$ cat config.mk
export PLATFORM = sky130hd
export DESIGN_NAME = line_assembler_ring_top
export DESIGN_NICKNAME = d
export VERILOG_FILES = /design/src/rtl/lar_pkg.sv /design/src/rtl/lar_front.sv /design/src/rtl/lar_back.sv /design/src/rtl/line_assembler_ring_top.sv
export SDC_FILE = /design/constraint.sdc
export NUM_CORES = 2
export LEC_CHECK = 0
export BUFFER_PORTS_ARGS = -buffer_cell sky130_fd_sc_hd__clkbuf_2
export CELL_PAD_IN_SITES_DETAIL_PLACEMENT = 1
export CELL_PAD_IN_SITES_GLOBAL_PLACEMENT = 1
export CORE_ASPECT_RATIO = 1.5
export CORE_MARGIN = 2
export CORE_UTILIZATION = 45
export CTS_CLUSTER_SIZE = 30
export DETAILED_ROUTE_END_ITERATION = 10
export MAX_ROUTING_LAYER = met4
export PLACE_DENSITY_LB_ADDON = 0.08
export SYNTH_ARGS = -nofsm -noshare
export SYNTH_HDL_FRONTEND = slang
export SYNTH_MEMORY_MAX_BITS = 65536
export SYNTH_SLANG_ARGS = --single-unit
export TNS_END_PERCENT = 1
$ cat constraint.sdc
create_clock -name clk -period 7.1 [get_ports clk]
set_input_delay 0.71 -clock clk [delete_from_list [all_inputs] [get_ports clk]]
set_output_delay 0.71 -clock clk [all_outputs]
set_load 0.05 [all_outputs]
$ cat src/rtl/lar_pkg.sv
package lar_pkg;

  localparam int LINE_MAX_DEF   = 64;
  localparam int RING_DEPTH_DEF = 8;

  localparam logic [7:0] CH_NEWLINE = 8'h0A;
  localparam logic [7:0] CH_RETURN  = 8'h0D;

  localparam logic OP_BYTE = 1'b0;
  localparam logic OP_POLL = 1'b1;

  // command queue between front and back
  localparam int QUEUE_DEPTH = 2;
  localparam int QIDX_W      = $clog2(QUEUE_DEPTH);
  localparam int QCNT_W      = $clog2(QUEUE_DEPTH + 1);

  typedef enum logic [1:0] {
    KIND_BYTE,
    KIND_NEWLINE,
    KIND_POLL
  } item_kind_t;

  typedef struct packed {
    item_kind_t  kind;
    logic [7:0]  data;
  } item_t;

endpackage

$ cat src/rtl/lar_front.sv
module lar_front (
  input  logic          clk,
  input  logic          rst,
  input  logic          start,
  input  logic          opcode,
  input  logic [7:0]    rx_byte,
  input  logic          q_pop,
  output logic          busy,
  output logic          q_valid,
  output lar_pkg::item_t q_item
);

  lar_pkg::item_t                 entries [lar_pkg::QUEUE_DEPTH];
  logic [lar_pkg::QIDX_W-1:0]     wr_ptr, rd_ptr;
  logic [lar_pkg::QCNT_W-1:0]     count, count_next;
  logic                           accept, push;
  lar_pkg::item_t                 item_in;

  assign accept = start && !busy;

  // classify; carriage returns are consumed here and never queued
  always_comb begin
    item_in.data = rx_byte;
    push         = accept;
    if (opcode == lar_pkg::OP_POLL) begin
      item_in.kind = lar_pkg::KIND_POLL;
    end else if (rx_byte == lar_pkg::CH_NEWLINE) begin
      item_in.kind = lar_pkg::KIND_NEWLINE;
    end else begin
      item_in.kind = lar_pkg::KIND_BYTE;
      if (rx_byte == lar_pkg::CH_RETURN) begin
        push = 1'b0;
      end
    end
  end

  assign count_next = count + lar_pkg::QCNT_W'(push) - lar_pkg::QCNT_W'(q_pop);
  assign busy       = (count == lar_pkg::QCNT_W'(lar_pkg::QUEUE_DEPTH));
  assign q_valid    = (count != '0);
  assign q_item     = entries[rd_ptr];

  always_ff @(posedge clk) begin
    if (push) begin
      entries[wr_ptr] <= item_in;
    end
  end

  always_ff @(posedge clk) begin
    if (rst) begin
      wr_ptr <= '0;
      rd_ptr <= '0;
      count  <= '0;
    end else begin
      count <= count_next;
      if (push) begin
        wr_ptr <= (wr_ptr == lar_pkg::QIDX_W'(lar_pkg::QUEUE_DEPTH - 1)) ? '0 : wr_ptr + 1'b1;
      end
      if (q_pop) begin
        rd_ptr <= (rd_ptr == lar_pkg::QIDX_W'(lar_pkg::QUEUE_DEPTH - 1)) ? '0 : rd_ptr + 1'b1;
      end
    end
  end

endmodule

$ cat src/rtl/lar_back.sv
module lar_back #(
  parameter int LINE_MAX   = lar_pkg::LINE_MAX_DEF,
  parameter int RING_DEPTH = lar_pkg::RING_DEPTH_DEF
) (
  input  logic           clk,
  input  logic           rst,
  input  logic           q_valid,
  input  lar_pkg::item_t q_item,
  output logic           q_pop,
  output logic           strobe,
  output logic           line_found,
  output logic [7:0]     char_out,
  output logic [5:0]     line_length,
  output logic           last
);

  localparam int PW        = $clog2(LINE_MAX);
  localparam int SW        = $clog2(RING_DEPTH);
  localparam int MEM_DEPTH = RING_DEPTH * (2 ** PW);

  typedef enum logic {S_IDLE, S_STREAM} state_t;

  // Lines are assembled straight into the slot at wslot; that slot is never
  // holding a stored line, so committing a line is just a length write.
  logic [7:0]    chars   [MEM_DEPTH];
  logic [PW-1:0] len_mem [RING_DEPTH];

  state_t        state;
  logic [PW-1:0] pos, k, cur_len;
  logic [SW-1:0] wslot, rslot, wnext, rnext;
  logic [7:0]    rd_data;
  logic          full, empty, pos_max, do_byte, do_line, do_poll;

  assign wnext   = (wslot == SW'(RING_DEPTH - 1)) ? '0 : wslot + 1'b1;
  assign rnext   = (rslot == SW'(RING_DEPTH - 1)) ? '0 : rslot + 1'b1;
  assign full    = (wnext == rslot);
  assign empty   = (rslot == wslot);
  assign pos_max = (pos == PW'(LINE_MAX - 1));

  assign q_pop   = (state == S_IDLE) && q_valid;
  assign do_byte = q_pop && (q_item.kind == lar_pkg::KIND_BYTE);
  assign do_line = q_pop && (q_item.kind == lar_pkg::KIND_NEWLINE);
  assign do_poll = q_pop && (q_item.kind == lar_pkg::KIND_POLL);

  assign char_out = line_found ? rd_data : 8'd0;

  always_ff @(posedge clk) begin
    if (do_byte && !pos_max) begin
      chars[{wslot, pos}] <= q_item.data;
    end
    if (state == S_STREAM) begin
      rd_data <= chars[{rslot, k}];
    end
    if (do_line && (pos != '0) && !full) begin
      len_mem[wslot] <= pos;
    end
  end

  always_ff @(posedge clk) begin
    if (rst) begin
      state       <= S_IDLE;
      pos         <= '0;
      wslot       <= '0;
      rslot       <= '0;
      k           <= '0;
      cur_len     <= '0;
      strobe      <= 1'b0;
      line_found  <= 1'b0;
      line_length <= '0;
      last        <= 1'b0;
    end else begin
      strobe <= 1'b0;
      case (state)
        S_IDLE: begin
          if (do_byte) begin
            // overlong line: drop the byte and the partial line
            pos <= pos_max ? '0 : pos + 1'b1;
          end
          if (do_line) begin
            if ((pos != '0) && !full) begin
              wslot <= wnext;
            end
            pos <= '0;
          end
          if (do_poll) begin
            if (empty) begin
              strobe      <= 1'b1;
              line_found  <= 1'b0;
              line_length <= '0;
              last        <= 1'b1;
            end else begin
              cur_len <= len_mem[rslot];
              k       <= '0;
              state   <= S_STREAM;
            end
          end
        end
        S_STREAM: begin
          strobe      <= 1'b1;
          line_found  <= 1'b1;
          line_length <= 6'(cur_len);
          last        <= (PW'(k + 1'b1) == cur_len);
          k           <= k + 1'b1;
          if (PW'(k + 1'b1) == cur_len) begin
            rslot <= rnext;
            state <= S_IDLE;
          end
        end
        default: begin
          state <= S_IDLE;
        end
      endcase
    end
  end

endmodule

$ cat src/rtl/line_assembler_ring_top.sv
// Byte: queued on acceptance, popped by the idle engine; 1 per cycle while not streaming.
// Poll, empty ring: the single result is registered once the line engine pops the poll.
// Poll, stored line: once the poll is popped, the line streams out one character per cycle;
// the line engine pops no further command until the last character is out.
// busy rises only when the two-entry command queue is full; results cannot be stalled.
// rst (synchronous) empties the queue and ring and clears the assembly position.
module line_assembler_ring_top #(
  parameter int LINE_MAX   = lar_pkg::LINE_MAX_DEF,
  parameter int RING_DEPTH = lar_pkg::RING_DEPTH_DEF
) (
  input  logic       clk,
  input  logic       rst,
  input  logic       start,
  output logic       busy,
  input  logic       opcode,
  input  logic [7:0] rx_byte,
  output logic       strobe,
  output logic       line_found,
  output logic [7:0] char_out,
  output logic [5:0] line_length,
  output logic       last
);

  logic           q_valid, q_pop;
  lar_pkg::item_t q_item;

  lar_front u_front (
    .clk     (clk),
    .rst     (rst),
    .start   (start),
    .opcode  (opcode),
    .rx_byte (rx_byte),
    .q_pop   (q_pop),
    .busy    (busy),
    .q_valid (q_valid),
    .q_item  (q_item)
  );

  lar_back #(
    .LINE_MAX   (LINE_MAX),
    .RING_DEPTH (RING_DEPTH)
  ) u_back (
    .clk         (clk),
    .rst         (rst),
    .q_valid     (q_valid),
    .q_item      (q_item),
    .q_pop       (q_pop),
    .strobe      (strobe),
    .line_found  (line_found),
    .char_out    (char_out),
    .line_length (line_length),
    .last        (last)
  );

endmodule

Word level (Yosys, flattened, before mapping)
Memories as Yosys holds them, arrays and structs flattened. A register that Yosys moved wholly into a read port is not among the register bits.
Index checks and enable logic that the tools add are counted.
- flip-flop bits (word level): 32
- RAM bits: 4164
- input port bits: 12
- memories: 3
- memory list (memory ; depth ; bits a word ; rd ports ; clocked after memory_dff ; wr ports ; RTL line ; source):
    u_back.chars ; 512 ; 8 ; 1 ; 1 ; 1 ; lar_back.sv:25 ; logic [7:0] chars [MEM_DEPTH];
    u_back.len_mem ; 8 ; 6 ; 1 ; 1 ; 1 ; lar_back.sv:26 ; logic [PW-1:0] len_mem [RING_DEPTH];
    u_front.entries ; 2 ; 10 ; 1 ; 1 ; 1 ; lar_front.sv:13 ; lar_pkg::item_t entries [lar_pkg::QUEUE_DEPTH];
- add/sub/neg operators: 8
- equal/unequal tests: 14
- mux-type cells: 40
- bitwise logic cells: 2
- reduce and logical (&&, ||, !) cells: 22
- operators by type and width (cell ; count):
    $mux W6 ; 7
    $pmux W6 S2 ; 2
    $mux W1 ; 23
    $eq A8 B4 Y1 const B ; 2
    $add A6 B1 Y6 const B ; 2
    $logic_and A1 B1 Y1 ; 9
    $mux W8 ; 1
    $pmux W1 S2 ; 4
    $reduce_and A2 Y1 ; 4
    $add A3 B1 Y3 const B ; 2
    $eq A3 B3 Y1 ; 2
    $eq A3 B3 Y1 const B ; 2
    $eq A6 B6 Y1 ; 1
    $eq A6 B6 Y1 const B ; 1
    $mux W3 ; 2
    $reduce_and A3 Y1 ; 2
    $reduce_bool A6 Y1 ; 1
    $eq A2 B2 Y1 const B ; 2
    $ne A2 B1 Y1 const B ; 2
    $reduce_bool A2 Y1 ; 2
    $logic_not A1 Y1 ; 3
    $add A1 B1 Y1 const B ; 2
    $add A2 B1 Y2 ; 1
    $eq A2 B1 Y1 const B ; 1
    5 further kinds ; 6

Logic depth before layout (Yosys ltp)
- word-level depth: 8
- gate-level depth with buffers: 14
- mapped depth without buffers: 9

By module
Synthesis repeated with hierarchy kept, for this count alone.
- cell total of the unflattened synthesis: 8596
- area total of the unflattened synthesis: 166153.1 µm²
- by module, submodules not included (module ; times used ; cells each ; area an instance (µm²) ; seq. area each (µm²)):
    lar_back ; 1 ; 8534 ; 165149.6 ; 125360.2
    lar_front ; 1 ; 62 ; 1003.5 ; 700.7

Worst setup path after synthesis
No wires, ideal clock.
- kind: register -> register
- from: register with a tool-made name
- to: memory u_back.chars[0][0], data pin
- setup time: 0.911 ns
- arrival time: 4.255 ns
- data required time: 6.189 ns
- slack: 1.934 ns
- cell stages (with the launch flop): 3
- path buffers: 1
- period minus slack after synthesis: 5.166 ns
- cell sequence: dfxtp_1 clkbuf_1 mux2_2
- RTL lines (what ; RTL line):
    end, declared ; lar_back.sv:25

==> run metrics <==
Fmax=193 MHz; ratio of total power to cell area=305 nW/µm²; quantity of gates resized following cts=0; adder and majority gate portion of the synthesized area=0.000824; Die X-Extent=~500 µm; Core Footprint=370000 µm²; source of the critical timing path=u_back.k[0]; detailed-route vias per instance=roughly 6.2; Final Critical Period=5180 ps; compound-cell area share of the yosys netlist=0.0476; max-slew violation count=0; 1st-iter DRT viols=slightly below 8000; setup violation total in the final timing report=0; top-area cell type share of the netlist area=0.750; number of synthesized flops with an enable pin=approximately 4200; antenna violations before repair=36; Worst EP required=slightly below 8000 ps; arrival time of the worst setup path=about 6000 ps; placed wire-length estimate after detailed placement=~310000 µm; final sum of negative setup slack=0 ps; final layout net count=8722; worst path bufs/invs=2; beginning of the worst hold path=start; Layout Skew=between 50 and 60 ps; Global Route Usage Sum=0.278; number of max-cap violations=0; starting density of the core=0.451; Clock Tree Root=sky130_fd_sc_hd__clkbuf_16; total CTS buffers=between 400 and 500; post-route antenna net violation count=0; top post-synthesis cells by area=sky130_fd_sc_hd__edfxtp_1 75%, sky130_fd_sc_hd__mux4_2 7.0%, sky130_fd_sc_hd__mux2i_1 5.5%, sky130_fd_sc_hd__o221ai_1 1.8%, sky130_fd_sc_hd__nor2_1 1.4%; DIE AREA=between 300000 and 400000 µm²; ordered list of cells on the worst path=buf_12, buf_4, mux2i_1, o221ai_1, nor3_1, nor4_1, nand4_1, o2111ai_1, and4_1; fraction of synthesized area in multiplexers=0.140; mean area per synthesized cell=slightly below 20 µm²; Max VDD drop=647 µV; area share of xor/xnor cells in the synthesized design=0.00105; number of endpoints with negative hold slack in the final report=0; leading register cell type out of synthesis=sky130_fd_sc_hd__edfxtp_1; launch instance of the worst register-to-register path=u_back.k[0]; worst setup path category=flip-flop to flip-flop; clock-pin slew reported for the worst setup and hold paths after clock tree synthesis=around 70 ps; cell taking the most area after synthesis=sky130_fd_sc_hd__edfxtp_1; DRC=0; most common cell in the netlist=sky130_fd_sc_hd__edfxtp_1; final cell utilization of the core=0.500; I/O pin count=30; number of global-route vias before repair=~90000; Mapped Area=~170000 µm²; unrepaired setup endpoints after global routing=no; Critical Path Max Stage Delay=a little under 1000 ps; area growth from synthesis to layout=10.8%; overflow left after global routing=0; routability-driven placement congestion ratio=0.838; status=completed; Least-Margin Pin Slew=1410 ps; Yosys warning total=0; dominant combinational cell family by area after synthesis=multiplexers; TritonCTS clock tree=built; aggregate routed wire length=510000 µm; wire length of the first global-routing pass=a little over 700000 µm; clock tree buffer depth=4; H-tree depth reported by CTS=5; number of placement rows=approximately 270; average detailed-routed wire length per instance=about 37 µm; static power due to leakage=~55 nW; clock sink count=between 4000 and 5000; Vert. Die Dim=750 µm; path category of the worst min-delay check=primary input to flip-flop; share of final-layout standard cells stronger than drive strength 1=0.161; number of iterations in the first detailed-routing pass=5; category of the worst setup path launch point=flip-flop; period utilisation layout=0.729; slowest library cell on the worst path=sky130_fd_sc_hd__dfxtp_4; Worst setup EP type=flip-flop; synth unique cells=90; fraction of the yosys area taken by sequential cells=0.755; Worst Hold Margin=273 ps; number of buffers inserted by port buffering=29; maximum number of pins on one net before global-route repair=190; family with the most delay on the worst path=simple AND/OR/NAND/NOR gates; clock latency of the later-clocked register in the worst-skew pair=roughly 960 ps; largest fanout of any net on the critical path=66; detailed-route via count=between 80000 and 90000; Post-CTS Setup Inserts=0; flops & latches, synth=between 4000 and 5000; fraction of the mapped netlist area in simple logic gates=0.0270; Fill cells=roughly 33000; most frequent cells after synthesis=4172 x sky130_fd_sc_hd__edfxtp_1, 910 x sky130_fd_sc_hd__mux2i_1, 638 x sky130_fd_sc_hd__nor2_1; max-slew headroom at the worst pin=0.0620; number of cells produced by synthesis=8517; number of hold buffers added after CTS=9; async set-or-reset flop fraction in the synthesized netlist=0
==> layout make-up <==
class                      count  area [µm²]  share of cell area
sequential                  4211      126000               0.681
multi-input combinational   3801       36900               0.199
clock buffer                 477       10500              0.0568
tap                         4830        6040              0.0327
clock inverter               255        2760              0.0149
timing repair buffer         268        2650              0.0143
inverter                      15        73.8            0.000399
antenna                       27        67.6            0.000365
==> per-layer routing <==
metal / vias up / share of wire / global-route usage
li1: 35600 / - / -
met1: 46700 / 0.39 / 0.345
met2: 2517 / 0.53 / 0.483
met3: 617 / 0.044 / 0.0281
met4: 0 / 0.032 / 0.0847
met5: - / 0 / -
==> kinds of logic (layout without fill, tap and decap cells) <==
group,Yosys count,after routing
and+or+nand+nor,1038,1038
DFF,4211,4211
muxes,1541,1541
AOI/OAI and AO/OA,1127,1127
xor gates and xnor gates,20,20
buffers and inverters,568,1015
other,1,91
adders and majority gates,11,11
==> registers in the layout, summed over array words and instances (netlist names), named ones only <==
name and flops:
u_back.k 6, u_back.rd_data 8, u_back.cur_len 6, u_back.state 1, u_back.len_mem 48, u_back.line_found 1, u_back.pos 6, u_front.entries 20
u_back.rslot 3, u_back.line_length 6, u_back.chars 4096, u_back.wslot 3, u_front.count 2, u_back.last 1, u_back.strobe 1, u_front.wr_ptr 1
u_front.rd_ptr 1
==> path summary, 6_finish.rpt <==
check,to,slack (ps),cells past startpoint
setup / recovery,u_back.rd_data[2],1920,9
hold reg to reg,u_front.count[1],540,2
setup reg to reg,u_back.rd_data[2],1920,9
hold / removal,u_front.wr_ptr,270,4
==> power by group <==
| part | leakage [nW] | switching, mW | internal [mW] |
|---|---|---|---|
| Sequential | 37.9 | 0.0717 | 30.1 |
| Clock | 6.44 | 9.46 | 12.6 |
| Combinational | 10.4 | 3.72 | 0.404 |
| Total | 54.7 | 13.3 | 43.2 |
==> worst register-to-register path, stage by stage (launching register included) <==
cell and delay [ps]:
sky130_fd_sc_hd__dfxtp_4 980, sky130_fd_sc_hd__buf_12 590, sky130_fd_sc_hd__buf_4 510, sky130_fd_sc_hd__mux2i_1 170
sky130_fd_sc_hd__o221ai_1 310, sky130_fd_sc_hd__nor3_1 120, sky130_fd_sc_hd__nor4_1 750, sky130_fd_sc_hd__nand4_1 620
sky130_fd_sc_hd__o2111ai_1 670, sky130_fd_sc_hd__and4_1 310
==> through the flow <==
stage,power [mW],std cells,cell area (µm²),worst slack (ps)
4_1_cts,56.8,13900,185000,1840
2_1_floorplan,32.9,8580,167000,1930
5_1_grt,57.9,13900,185000,1860
3_5_place_dp,34.9,13100,172000,1850
6_report,56.4,13900,185000,1920
3_3_place_gp,34.6,13100,172000,1210
==> placed cells by master (no fill, tap or decap), types with 20 or more instances in the layout <==
| cell | Yosys | routed |
|---|---|---|
| sky130_fd_sc_hd__clkinv_2 | 0 | 66 |
| sky130_fd_sc_hd__clkbuf_16 | 0 | 410 |
| sky130_fd_sc_hd__clkinvlp_4 | 0 | 20 |
| sky130_fd_sc_hd__o21ai_0 | 109 | 107 |
| sky130_fd_sc_hd__mux2i_1 | 910 | 910 |
| sky130_fd_sc_hd__nand2_1 | 129 | 112 |
| sky130_fd_sc_hd__nor2_1 | 638 | 637 |
| sky130_fd_sc_hd__nor3_1 | 100 | 95 |
| sky130_fd_sc_hd__mux4_2 | 522 | 522 |
| sky130_fd_sc_hd__o22ai_1 | 211 | 211 |
| sky130_fd_sc_hd__clkbuf_2 | 0 | 29 |
| sky130_fd_sc_hd__a31oi_1 | 37 | 36 |
| sky130_fd_sc_hd__a21oi_1 | 243 | 243 |
| sky130_fd_sc_hd__mux4_1 | 91 | 91 |
| sky130_fd_sc_hd__nand3_1 | 35 | 35 |
| sky130_fd_sc_hd__bufinv_16 | 0 | 57 |
| sky130_fd_sc_hd__conb_1 | 1 | 64 |
| sky130_fd_sc_hd__buf_4 | 10 | 173 |
| sky130_fd_sc_hd__and2_1 | 24 | 24 |
| sky130_fd_sc_hd__dfxtp_1 | 39 | 32 |
| sky130_fd_sc_hd__diode_2 | 0 | 27 |
| sky130_fd_sc_hd__clkbuf_1 | 221 | 67 |
| sky130_fd_sc_hd__buf_12 | 75 | 55 |
| sky130_fd_sc_hd__o221ai_1 | 345 | 345 |
| sky130_fd_sc_hd__edfxtp_1 | 4172 | 4172 |
| sky130_fd_sc_hd__clkinv_1 | 1 | 95 |
(Power assumes the default switching activity.)
